[src/rtl/htw_pkg.sv]
package htw_pkg;

  // Table geometry and count width
  localparam int NODE_BITS  = 9;
  localparam int NODES      = 512;
  localparam int COUNT_BITS = 24;
  localparam logic [COUNT_BITS-1:0] COUNT_MAX = '1;

  // Up to eight stream bits per data byte
  localparam logic [3:0] BYTE_BITS = 4'd8;

  // Input operation codes
  localparam logic FUNC_NODE_WR = 1'b0;
  localparam logic FUNC_DATA    = 1'b1;

  // Root node index
  localparam logic [NODE_BITS-1:0] ROOT_NODE = '0;

  typedef struct packed {
    logic                 func;
    logic [NODE_BITS-1:0] node_index;
    logic [NODE_BITS-1:0] zero_child;
    logic [NODE_BITS-1:0] one_child;
    logic                 is_leaf;
    logic [7:0]           leaf_symbol;
    logic [7:0]           data_byte;
    logic [3:0]           valid_bits;
    logic                 final_byte;
  } in_item_t;

  typedef struct packed {
    logic [7:0]            symbol;
    logic                  symbol_valid;
    logic                  last;
    logic                  stream_end;
    logic                  partial_code;
    logic [COUNT_BITS-1:0] total_symbols;
  } out_item_t;

  // One table entry
  typedef struct packed {
    logic [NODE_BITS-1:0] zero_child;
    logic [NODE_BITS-1:0] one_child;
    logic                 is_leaf;
    logic [7:0]           leaf_symbol;
  } node_ent_t;

  // Walker to node table
  typedef struct packed {
    logic                 wr_en;
    logic [NODE_BITS-1:0] wr_addr;
    node_ent_t            wr_data;
    logic                 rd_en;
    logic [NODE_BITS-1:0] rd_addr;
  } mem_req_t;

  // Walker to output register
  typedef struct packed {
    logic      push;
    out_item_t item;
  } res_t;

endpackage

[src/rtl/htw_walker.sv]
module htw_walker (
  input  logic                clk,
  input  logic                rst_n,
  input  logic                in_valid,
  output logic                in_stall,
  input  htw_pkg::in_item_t   in_data,
  output htw_pkg::mem_req_t   mem_req,
  input  htw_pkg::node_ent_t  rd_ent,
  input  logic                slot_free,
  output htw_pkg::res_t       res
);

  typedef enum logic [3:0] {
    ST_IDLE   = 4'b0001,
    ST_FIRST  = 4'b0010,
    ST_WALK   = 4'b0100,
    ST_FINISH = 4'b1000
  } walk_state_t;

  walk_state_t                        state_r, state_nxt;
  logic [7:0]                         byte_r, byte_nxt;
  logic [3:0]                         nbits_r, nbits_nxt;
  logic                               fin_r, fin_nxt;
  logic [2:0]                         bit_r, bit_nxt;
  logic [htw_pkg::NODE_BITS-1:0]      addr_r, addr_nxt;
  logic [htw_pkg::NODE_BITS-1:0]      cur_r, cur_nxt;
  logic [htw_pkg::COUNT_BITS-1:0]     cnt_r, cnt_nxt;
  logic                               pend_v_r, pend_v_nxt;
  logic [7:0]                         pend_sym_r, pend_sym_nxt;
  logic [htw_pkg::NODE_BITS-1:0]      root_zero_r, root_zero_nxt;
  logic [htw_pkg::NODE_BITS-1:0]      root_one_r, root_one_nxt;

  logic                               accept;
  logic [3:0]                         nbits_in;
  logic                               last_bit;
  logic [2:0]                         sel_pos;
  logic                               sel_bit;
  logic [htw_pkg::NODE_BITS-1:0]      src_zero, src_one, child;
  logic                               walk_go;
  logic                               need_out;

  assign in_stall = (state_r != ST_IDLE);
  assign accept   = in_valid && !in_stall;

  // Clamp the bit count to one byte
  assign nbits_in = (in_data.valid_bits > htw_pkg::BYTE_BITS) ? htw_pkg::BYTE_BITS
                                                              : in_data.valid_bits;

  assign last_bit = (({1'b0, bit_r} + 4'd1) == nbits_r);

  // Shared child-select unit: picks the branch for the next stream bit
  always_comb begin
    if (state_r == ST_FIRST) begin
      sel_pos  = bit_r;
      src_zero = rd_ent.zero_child;
      src_one  = rd_ent.one_child;
    end else begin
      sel_pos  = bit_r + 3'd1;
      src_zero = rd_ent.is_leaf ? root_zero_r : rd_ent.zero_child;
      src_one  = rd_ent.is_leaf ? root_one_r  : rd_ent.one_child;
    end
    sel_bit = byte_r[sel_pos];
    child   = sel_bit ? src_one : src_zero;
  end

  // A leaf with a symbol already pending needs the output slot
  assign walk_go  = !(rd_ent.is_leaf && pend_v_r && !slot_free);
  assign need_out = pend_v_r || fin_r;

  // Sequencer
  always_comb begin
    state_nxt     = state_r;
    byte_nxt      = byte_r;
    nbits_nxt     = nbits_r;
    fin_nxt       = fin_r;
    bit_nxt       = bit_r;
    addr_nxt      = addr_r;
    cur_nxt       = cur_r;
    cnt_nxt       = cnt_r;
    pend_v_nxt    = pend_v_r;
    pend_sym_nxt  = pend_sym_r;
    root_zero_nxt = root_zero_r;
    root_one_nxt  = root_one_r;
    mem_req       = '0;
    res           = '0;

    case (state_r)
      ST_IDLE: begin
        if (accept) begin
          if (in_data.func == htw_pkg::FUNC_NODE_WR) begin
            mem_req.wr_en                = 1'b1;
            mem_req.wr_addr              = in_data.node_index;
            mem_req.wr_data.zero_child   = in_data.zero_child;
            mem_req.wr_data.one_child    = in_data.one_child;
            mem_req.wr_data.is_leaf      = in_data.is_leaf;
            mem_req.wr_data.leaf_symbol  = in_data.leaf_symbol;
            // keep a copy of the root's children for the return after a leaf
            if (in_data.node_index == htw_pkg::ROOT_NODE) begin
              root_zero_nxt = in_data.zero_child;
              root_one_nxt  = in_data.one_child;
            end
          end else begin
            byte_nxt   = in_data.data_byte;
            nbits_nxt  = nbits_in;
            fin_nxt    = in_data.final_byte;
            bit_nxt    = '0;
            pend_v_nxt = 1'b0;
            if (nbits_in == 4'd0) begin
              state_nxt = ST_FINISH;
            end else begin
              mem_req.rd_en   = 1'b1;
              mem_req.rd_addr = cur_r;
              state_nxt       = ST_FIRST;
            end
          end
        end
      end

      ST_FIRST: begin
        // entry of the current node is here: fetch the child for bit 0
        mem_req.rd_en   = 1'b1;
        mem_req.rd_addr = child;
        addr_nxt        = child;
        state_nxt       = ST_WALK;
      end

      ST_WALK: begin
        // entry of the node just reached is here
        if (walk_go) begin
          if (rd_ent.is_leaf) begin
            if (pend_v_r) begin
              res.push              = 1'b1;
              res.item.symbol       = pend_sym_r;
              res.item.symbol_valid = 1'b1;
            end
            pend_v_nxt   = 1'b1;
            pend_sym_nxt = rd_ent.leaf_symbol;
            if (cnt_r != htw_pkg::COUNT_MAX) begin
              cnt_nxt = cnt_r + 1'b1;
            end
            cur_nxt = htw_pkg::ROOT_NODE;
          end else begin
            cur_nxt = addr_r;
          end
          if (last_bit) begin
            state_nxt = ST_FINISH;
          end else begin
            mem_req.rd_en   = 1'b1;
            mem_req.rd_addr = child;
            addr_nxt        = child;
            bit_nxt         = bit_r + 3'd1;
          end
        end
      end

      ST_FINISH: begin
        // last result of the byte, with the end-of-stream report if final
        if (!need_out || slot_free) begin
          if (need_out) begin
            res.push               = 1'b1;
            res.item.symbol        = pend_v_r ? pend_sym_r : 8'd0;
            res.item.symbol_valid  = pend_v_r;
            res.item.last          = 1'b1;
            res.item.stream_end    = fin_r;
            res.item.partial_code  = fin_r && (cur_r != htw_pkg::ROOT_NODE);
            res.item.total_symbols = fin_r ? cnt_r : '0;
          end
          if (fin_r) begin
            cur_nxt = htw_pkg::ROOT_NODE;
            cnt_nxt = '0;
          end
          pend_v_nxt = 1'b0;
          state_nxt  = ST_IDLE;
        end
      end

      default: begin
        state_nxt = ST_IDLE;
      end
    endcase
  end

  // Control state
  always_ff @(posedge clk) begin
    if (!rst_n) begin
      state_r  <= ST_IDLE;
      cur_r    <= htw_pkg::ROOT_NODE;
      cnt_r    <= '0;
      pend_v_r <= 1'b0;
    end else begin
      state_r  <= state_nxt;
      cur_r    <= cur_nxt;
      cnt_r    <= cnt_nxt;
      pend_v_r <= pend_v_nxt;
    end
  end

  // Working registers
  always_ff @(posedge clk) begin
    byte_r      <= byte_nxt;
    nbits_r     <= nbits_nxt;
    fin_r       <= fin_nxt;
    bit_r       <= bit_nxt;
    addr_r      <= addr_nxt;
    pend_sym_r  <= pend_sym_nxt;
    root_zero_r <= root_zero_nxt;
    root_one_r  <= root_one_nxt;
  end

endmodule

[config.mk]
export PLATFORM = sky130hd
export DESIGN_NAME = htw_walker
export DESIGN_NICKNAME = d
export VERILOG_FILES = /design/src/rtl/htw_pkg.sv /design/src/rtl/htw_walker.sv
export SDC_FILE = /design/constraint.sdc
export NUM_CORES = 1
export LEC_CHECK = 0
export ABC_CLOCK_PERIOD_IN_PS = 4100
export BUFFER_PORTS_ARGS = -buffer_cell sky130_fd_sc_hd__buf_2
export CAP_MARGIN = 25
export CORE_AREA = 5 5 110 112
export DETAILED_ROUTE_END_ITERATION = 8
export DIE_AREA = 0 0 115 117
export PLACE_DENSITY = 0.73
export SYNTH_ARGS = -nofsm -noshare
export SYNTH_HDL_FRONTEND = slang
export SYNTH_SLANG_ARGS = --single-unit
[constraint.sdc]
create_clock -name clk -period 4.1 [get_ports clk]
set_input_delay 0.82 -clock clk [delete_from_list [all_inputs] [get_ports clk]]
set_output_delay 0.82 -clock clk [all_outputs]
set_load 0.005 [all_outputs]
==> results of run 1 <==
[final cells by class]
type,instances,area share
tap,143,0.0287
clock inverter,6,0.00802
timing repair buffer,176,0.145
multi-input combinational,388,0.408
clock buffer,10,0.0383
inverter,7,0.00421
sequential,89,0.367
[where the power goes]
group          switching (mW)  internal (mW)  total [mW]
Clock                   0.357          0.435       0.792
Combinational           0.713          0.601        1.31
Sequential             0.0721           1.05        1.12
Total                    1.14           2.09        3.23
[through the flow]
| stage | hold WS (ps) | cells | setup slack (ps) | utilization |
|---|---|---|---|---|
| final | 501 | 819 | 132 | 0.561 |
| after detailed placement | 496 | 799 | 244 | 0.532 |
| after CTS | 504 | 818 | 172 | 0.560 |
| after global placement | 471 | 799 | 413 | 0.532 |
| after global routing | 519 | 819 | 3.75 | 0.561 |
| after floorplan | 453 | 508 | 108 | - |
[registers in the layout (all words and copies together) (netlist names)]
name	count
pend_v_r	1
byte_r	8
cur_r	9
root_one_r	9
nbits_r	4
root_zero_r	9
fin_r	1
addr_r	9
bit_r	3
state_r	4
cnt_r	24
pend_sym_r	8
[repair_timing]
action | in CTS | in global routing
setup endpoints to repair | 1 | 3
hold buffers | 0 | 0
resized for setup | 0 | 2
setup buffers | 3 | 0
[cells by family (layout without fill, tap and decap cells)]
group           Yosys count  in the layout  synth area share
compound gates           67             67             0.100
buf+inv                  31            199            0.0273
flops                    89             89             0.463
mux                      28             28            0.0621
xor+xnor                 27             27            0.0477
simple gates            264            264             0.295
fa+ha+maj                 2              2           0.00505
[how the worst max path moves through the flow]
stage | start | to | slack, ps | depth (start not counted)
2_1_floorplan | state_r[3] | root_one_r[0] | 110 | 7
3_3_place_gp | bit_r[1] | mem_req[2] | 410 | 8
3_5_place_dp | bit_r[1] | mem_req[2] | 240 | 8
4_1_cts | bit_r[1] | mem_req[2] | 170 | 8
5_1_grt | state_r[3] | mem_req[6] | 4 | 9
6_report | state_r[3] | mem_req[6] | 130 | 9
[worst register-to-register path, cell delays in order, from the launching register on]
cell and delay [ps]:
dfxtp_1 480, nor4b_1 500, clkinv_1 220, buf_4 220, nor3b_2 170, buf_4 280
nand3_1 130, nor4_2 210, buf_4 300
[per-layer routing]
layer | up-vias | part of all wire | global-route usage
li1 | 2156 | - | -
met4 | 0 | 0.013 | 0.0665
met1 | 2067 | 0.42 | 0.234
met2 | 189 | 0.49 | 0.325
met3 | 15 | 0.079 | 0.0488
met5 | - | 0 | 0
[cell usage in the layout (no fill, tap or decap), drive strengths merged, types with 2 or more instances in the layout]
cell type	count
o31ai	3
nor2b	5
nor3b	3
xnor2	4
edfxtp	51
o22a	4
or4b	3
mux2	2
a21oi	11
a31oi	2
clkinv	2
o41ai	4
nand3	25
and3b	2
ha	2
dfxtp	38
nand2	32
buf	176
o21ai	7
inv	9
nand4	12
and3	5
o311ai	3
and4	2
o21a	5
nor4	5
a211oi	3
and2	77
nor4b	6
nor2	61
nor3	11
clkinvlp	2
nand3b	2
or3	8
clkbuf	10
mux2i	25
a21boi	10
xor2	23
nand2b	3
a32o	6
==> reports/metrics.yaml, run 1 <==
drv_slew: 0
yosysTopAreaCell: "edfxtp_1"
finClkSkew_ps: 4.38
min_to: "cur_r[0]"
start_util: 0.445
htree_num_levels: 3
hold_viol_final: 0
cp_data_required_time_ps: 3280
slew_headroom: 0.446
finish.instance_area_um2: 6240
worst-setup-path-type: "reg2out"
die-area_um2: 13500
cts_inserted_buffers: 9
ys_types: 63
area_growth_pct: 26.0
wire_per_inst_um: 15.8
startpoint_type: "flip-flop"
grt-ovfl-total: 0
synth-edff-count: 51
synth_nets: 591
async_flop_share: 0
finalWeightedCongestion: 0.861
yosys-top-cells-count: "and2_1, nor2_1, edfxtp_1"
drc: 0
placed_cell_area_um2: 5920
nets: 754
multi_input_area_um2: 2550
cap_violations: 0
crit_chain: "nor4b_4 -> mux2i_1 -> mux2i_4 -> buf_4 -> buf_4 -> mux2i_1 -> a211oi_1 -> a32o_1 -> buf_2"
num_io_pins: 166
r2r_slack_ps: 1280
critical_path_peak_fanout: 10
leakagePower_nw: 2.65
cts_root_buffer: "clkbuf_16"
yosys_warnings: 0
routed_via_density: 5.41
period_needed_ps: 3970
ys_seq_elements: 89
critPathBufInv: 3
clkSinkCount: 89
clk_pin_slew_ps: 70
max_freq_ghz: 0.252
synthTopCellsByArea: "edfxtp_1, dfxtp_1, and2_1"
hold_class: "reg2reg"
syn_area_per_cell_um2: 9.76
grt_max_degree: 39
dp_hpwl_um: 10100
cts_tree: "done"
cpPeakStageDelay_ps: 650
nFillCells: 1005
drtIter0Drc: 271
hold_start: "cur_r[0]"
seqCellArea_um2: 2290
r2r_start: "state_r[0]"
rsz0062_at_grt: "no"
reg2reg_to: "root_zero_r[0]"
synth_top_area_frac: 0.309
finalPower_mw: 3.23
tightestPinTransition_ps: 830
syn_inst: 508
outcome: "complete, no violations"
num_rows: 39
routed_wl_um: 12900
synthFlopType: "edfxtp_1"
r2r_cells: 8
pwr_density_cell_nw_per_um2: 517
clock_latency_ps: 340
cts_buffer_depth: 2
setup-tns-final_ps: 0
antenna_found_initial: 0
via_count: 4427
netlist_area_um2: 4960
detail-route-antenna-nets: 0
antenna_cells: 0
fp.dieW_um: 115
die_height_um: 117
grt_pass1_vias: 4249
grt_util_all_layers: 0.190
cp_data_arrival_time_ps: 3150
cpMaxStageDelayCell: "nor4b_4"
end_kind: "primary output"
synth.most_common_cell: "and2_1"
grt_pass1_wl_um: 20300
numPortBuffers: 165
drive_gt1_frac: 0.315
cp_top_family: "multiplexers"
synth-seq-area-share: 0.463
core-area_um2: 11100
ir_drop_mv: 0.253
fin_crit_sh: 0.968
whs_path_depth: 2
setup_viol_count_final: 0
firstDrtPassIters: 4
No activity file was read; power rests on OpenSTA's default activity.
==> run 2, diff against run 1 <==
--- a/config.mk
+++ b/config.mk
@@ -11,7 +11,7 @@
 export CORE_AREA = 5 5 110 112
 export DETAILED_ROUTE_END_ITERATION = 8
 export DIE_AREA = 0 0 115 117
-export PLACE_DENSITY = 0.73
+export PLACE_DENSITY = 0.76
 export SYNTH_ARGS = -nofsm -noshare
 export SYNTH_HDL_FRONTEND = slang
 export SYNTH_SLANG_ARGS = --single-unit
==> run 2 against run 1 <==
Utilization is 0.43 points higher; routed wire length is 3.4% higher; worst setup slack better by 130 ps; critical path type unchanged; count of clock-buffer cells in the layout stayed put; via count is 1.3% higher; critical endpoint is now mem_req[4]; largest cell class unchanged; sequential cell count stayed put; final cell count is 0.37% higher.
==> reports/metrics.yaml, run 2 (synthesized netlist as in run 1, its figures left out) <==
outcome: "complete, no violations"
grt_util_all_layers: 0.198  # +0.00809
hold_class: "reg2reg"
clk_pin_slew_ps: 70  # about the same
numPortBuffers: 165  # unchanged
crit_path_end: "mem_req[4]"
nets: 757  # +0.40%
start_util: 0.445  # unchanged
largest_reg_flops: 24  # unchanged
cap_violations: 0  # unchanged
cts_root_buffer: "clkbuf_16"
rsz0062_at_grt: "no"
cts_tree: "done"
setup-tns-final_ps: 0  # unchanged
dp_hpwl_um: 10300  # +1.8%
routed_wl_um: 13400  # +3.4%
cts_inserted_buffers: 9  # unchanged
antenna_found_initial: 0  # unchanged
placed_cell_area_um2: 5920  # unchanged
max_freq_ghz: 0.260  # +3.3%
final_cell_mix: "buf_2, and2_1, nor2_1"
period_needed_ps: 3840  # -126 ps
grt-ovfl-total: 0  # unchanged
clkSinkCount: 89  # unchanged
intPower_mw: 2.21  # +6.0%
r2r_slack_ps: 1300  # +20 ps
htree_num_levels: 3  # unchanged
drv_slew: 0  # unchanged
antenna_cells: 0  # unchanged
core-area_um2: 11100  # unchanged
fin_crit_sh: 0.937  # -0.0308
die_height_um: 117  # unchanged
ir_drop_mv: 0.339  # +34%
clockPowerShare: 0.263  # +0.018
combPwrFrac: 0.407  # about the same
drtIter0Drc: 239  # -12%
leakagePower_nw: 2.67  # +0.80%
r2r_cells: 8  # unchanged
pwr_density_cell_nw_per_um2: 537  # +3.8%
grt_pass1_vias: 4423  # +4.1%
cts_buffer_depth: 2  # unchanged
drc: 0  # unchanged
clock_latency_ps: 340  # about the same
end_kind: "primary output"
swShare: 0.345  # -0.00836
finClkSkew_ps: 5.97  # +1.58 ps
finalPower_mw: 3.38  # +4.6%
final_common_cell: "buf_2"
cp_data_arrival_time_ps: 3020  # -130 ps
p_seq_frac: 0.329  # -0.019
detail-route-antenna-nets: 0  # unchanged
wire_per_inst_um: 16.3  # +3.0%
num_rows: 39  # unchanged
grt_pass1_wl_um: 21300  # +4.8%
setup_viol_count_final: 0  # unchanged
worst-setup-path-type: "reg2out"
area_growth_pct: 26.9
regMostFlops: "cnt_r"
hold_viol_final: 0  # unchanged
startpoint_type: "flip-flop"
critPathLaunch: "state_r[2]"
num_io_pins: 166  # unchanged
die-area_um2: 13500  # unchanged
cp_data_required_time_ps: 3280  # about the same
slew_headroom: 0.336  # -0.110
finish.instance_area_um2: 6290  # +0.76%
tightestPinTransition_ps: 993  # +163 ps
critical_path_peak_fanout: 10  # unchanged
drive_gt1_frac: 0.315  # about the same
firstDrtPassIters: 5  # +1
via_count: 4486  # +1.3%
grt_max_degree: 39  # unchanged
utilization: 0.565  # +0.00427
finalWeightedCongestion: 0.875  # +1.7%
reg2reg_to: "root_zero_r[7]"
r2r_start: "state_r[0]"
fp.dieW_um: 115  # unchanged
switchingPower_mw: 1.17  # +2.1%
holdBufCountCts: 0  # unchanged
routed_via_density: 5.46  # +0.96%
## run 2: power by group through the flow
| stage | Clock (mW) | Sequential, mW | Combinational [mW] |
|---|---|---|---|
| 6_report | 0.890 | 1.11 | 1.38 |
| 5_1_grt | 0.942 | 1.12 | 1.49 |
| 4_1_cts | 0.905 | 1.11 | 1.27 |
| 3_5_place_dp | 0 | 1.13 | 1.26 |
| 3_3_place_gp | 0 | 1.12 | 1.21 |
| 2_1_floorplan | 0 | 1.10 | 0.969 |
## run 2: worst min-delay path by stage
| stage | startpoint | cells past startpoint | to |
|---|---|---|---|
| 3_3_place_gp | cur_r[8] | 2 | cur_r[8] |
| 4_1_cts | cur_r[6] | 2 | cur_r[6] |
| 5_1_grt | cur_r[0] | 2 | cur_r[0] |
| 3_5_place_dp | cur_r[8] | 2 | cur_r[8] |
| 6_report | cur_r[6] | 2 | cur_r[6] |
| 2_1_floorplan | cur_r[2] | 2 | cur_r[2] |
## run 2: worst max-delay path, stage by stage, from the launching register on
cell and delay [ps]:
dfxtp_1 520, nor4b_4 80, buf_4 170, buf_4 160, or4b_2 650, and2_1 270, a2bb2oi_1 200, o22a_1 240
a32o_2 260, buf_2 120
## run 2: through the flow
stage          cells  hold WS (ps)  setup slack [ps]
2_1_floorplan    508           453               108
3_3_place_gp     799           471               521
3_5_place_dp     799           491               423
4_1_cts          815           501              64.4
5_1_grt          822           520              33.5
6_report         822           497               259
## run 2: area by class of cell
class / instances / area (um^2)
Sequential cell: 89 / 2290
Inverter: 7 / 26.3
Clock buffer: 10 / 229
Tap cell: 143 / 179
Clock inverter: 6 / 91.3
Fill cell: 966 / 4830
Multi-Input combinational cell: 388 / 2540
Timing Repair Buffer: 179 / 931
## run 2: repair_timing
action                     CTS  global route
gates resized for setup      0             1
buffers inserted             0             7
setup endpoints to repair    0             5
## run 2: layer usage
layer  global-route usage  part of all wire
met5                    0                 0
met3               0.0566             0.090
met2                0.344              0.50
met4               0.0743             0.018
met1                0.234              0.39
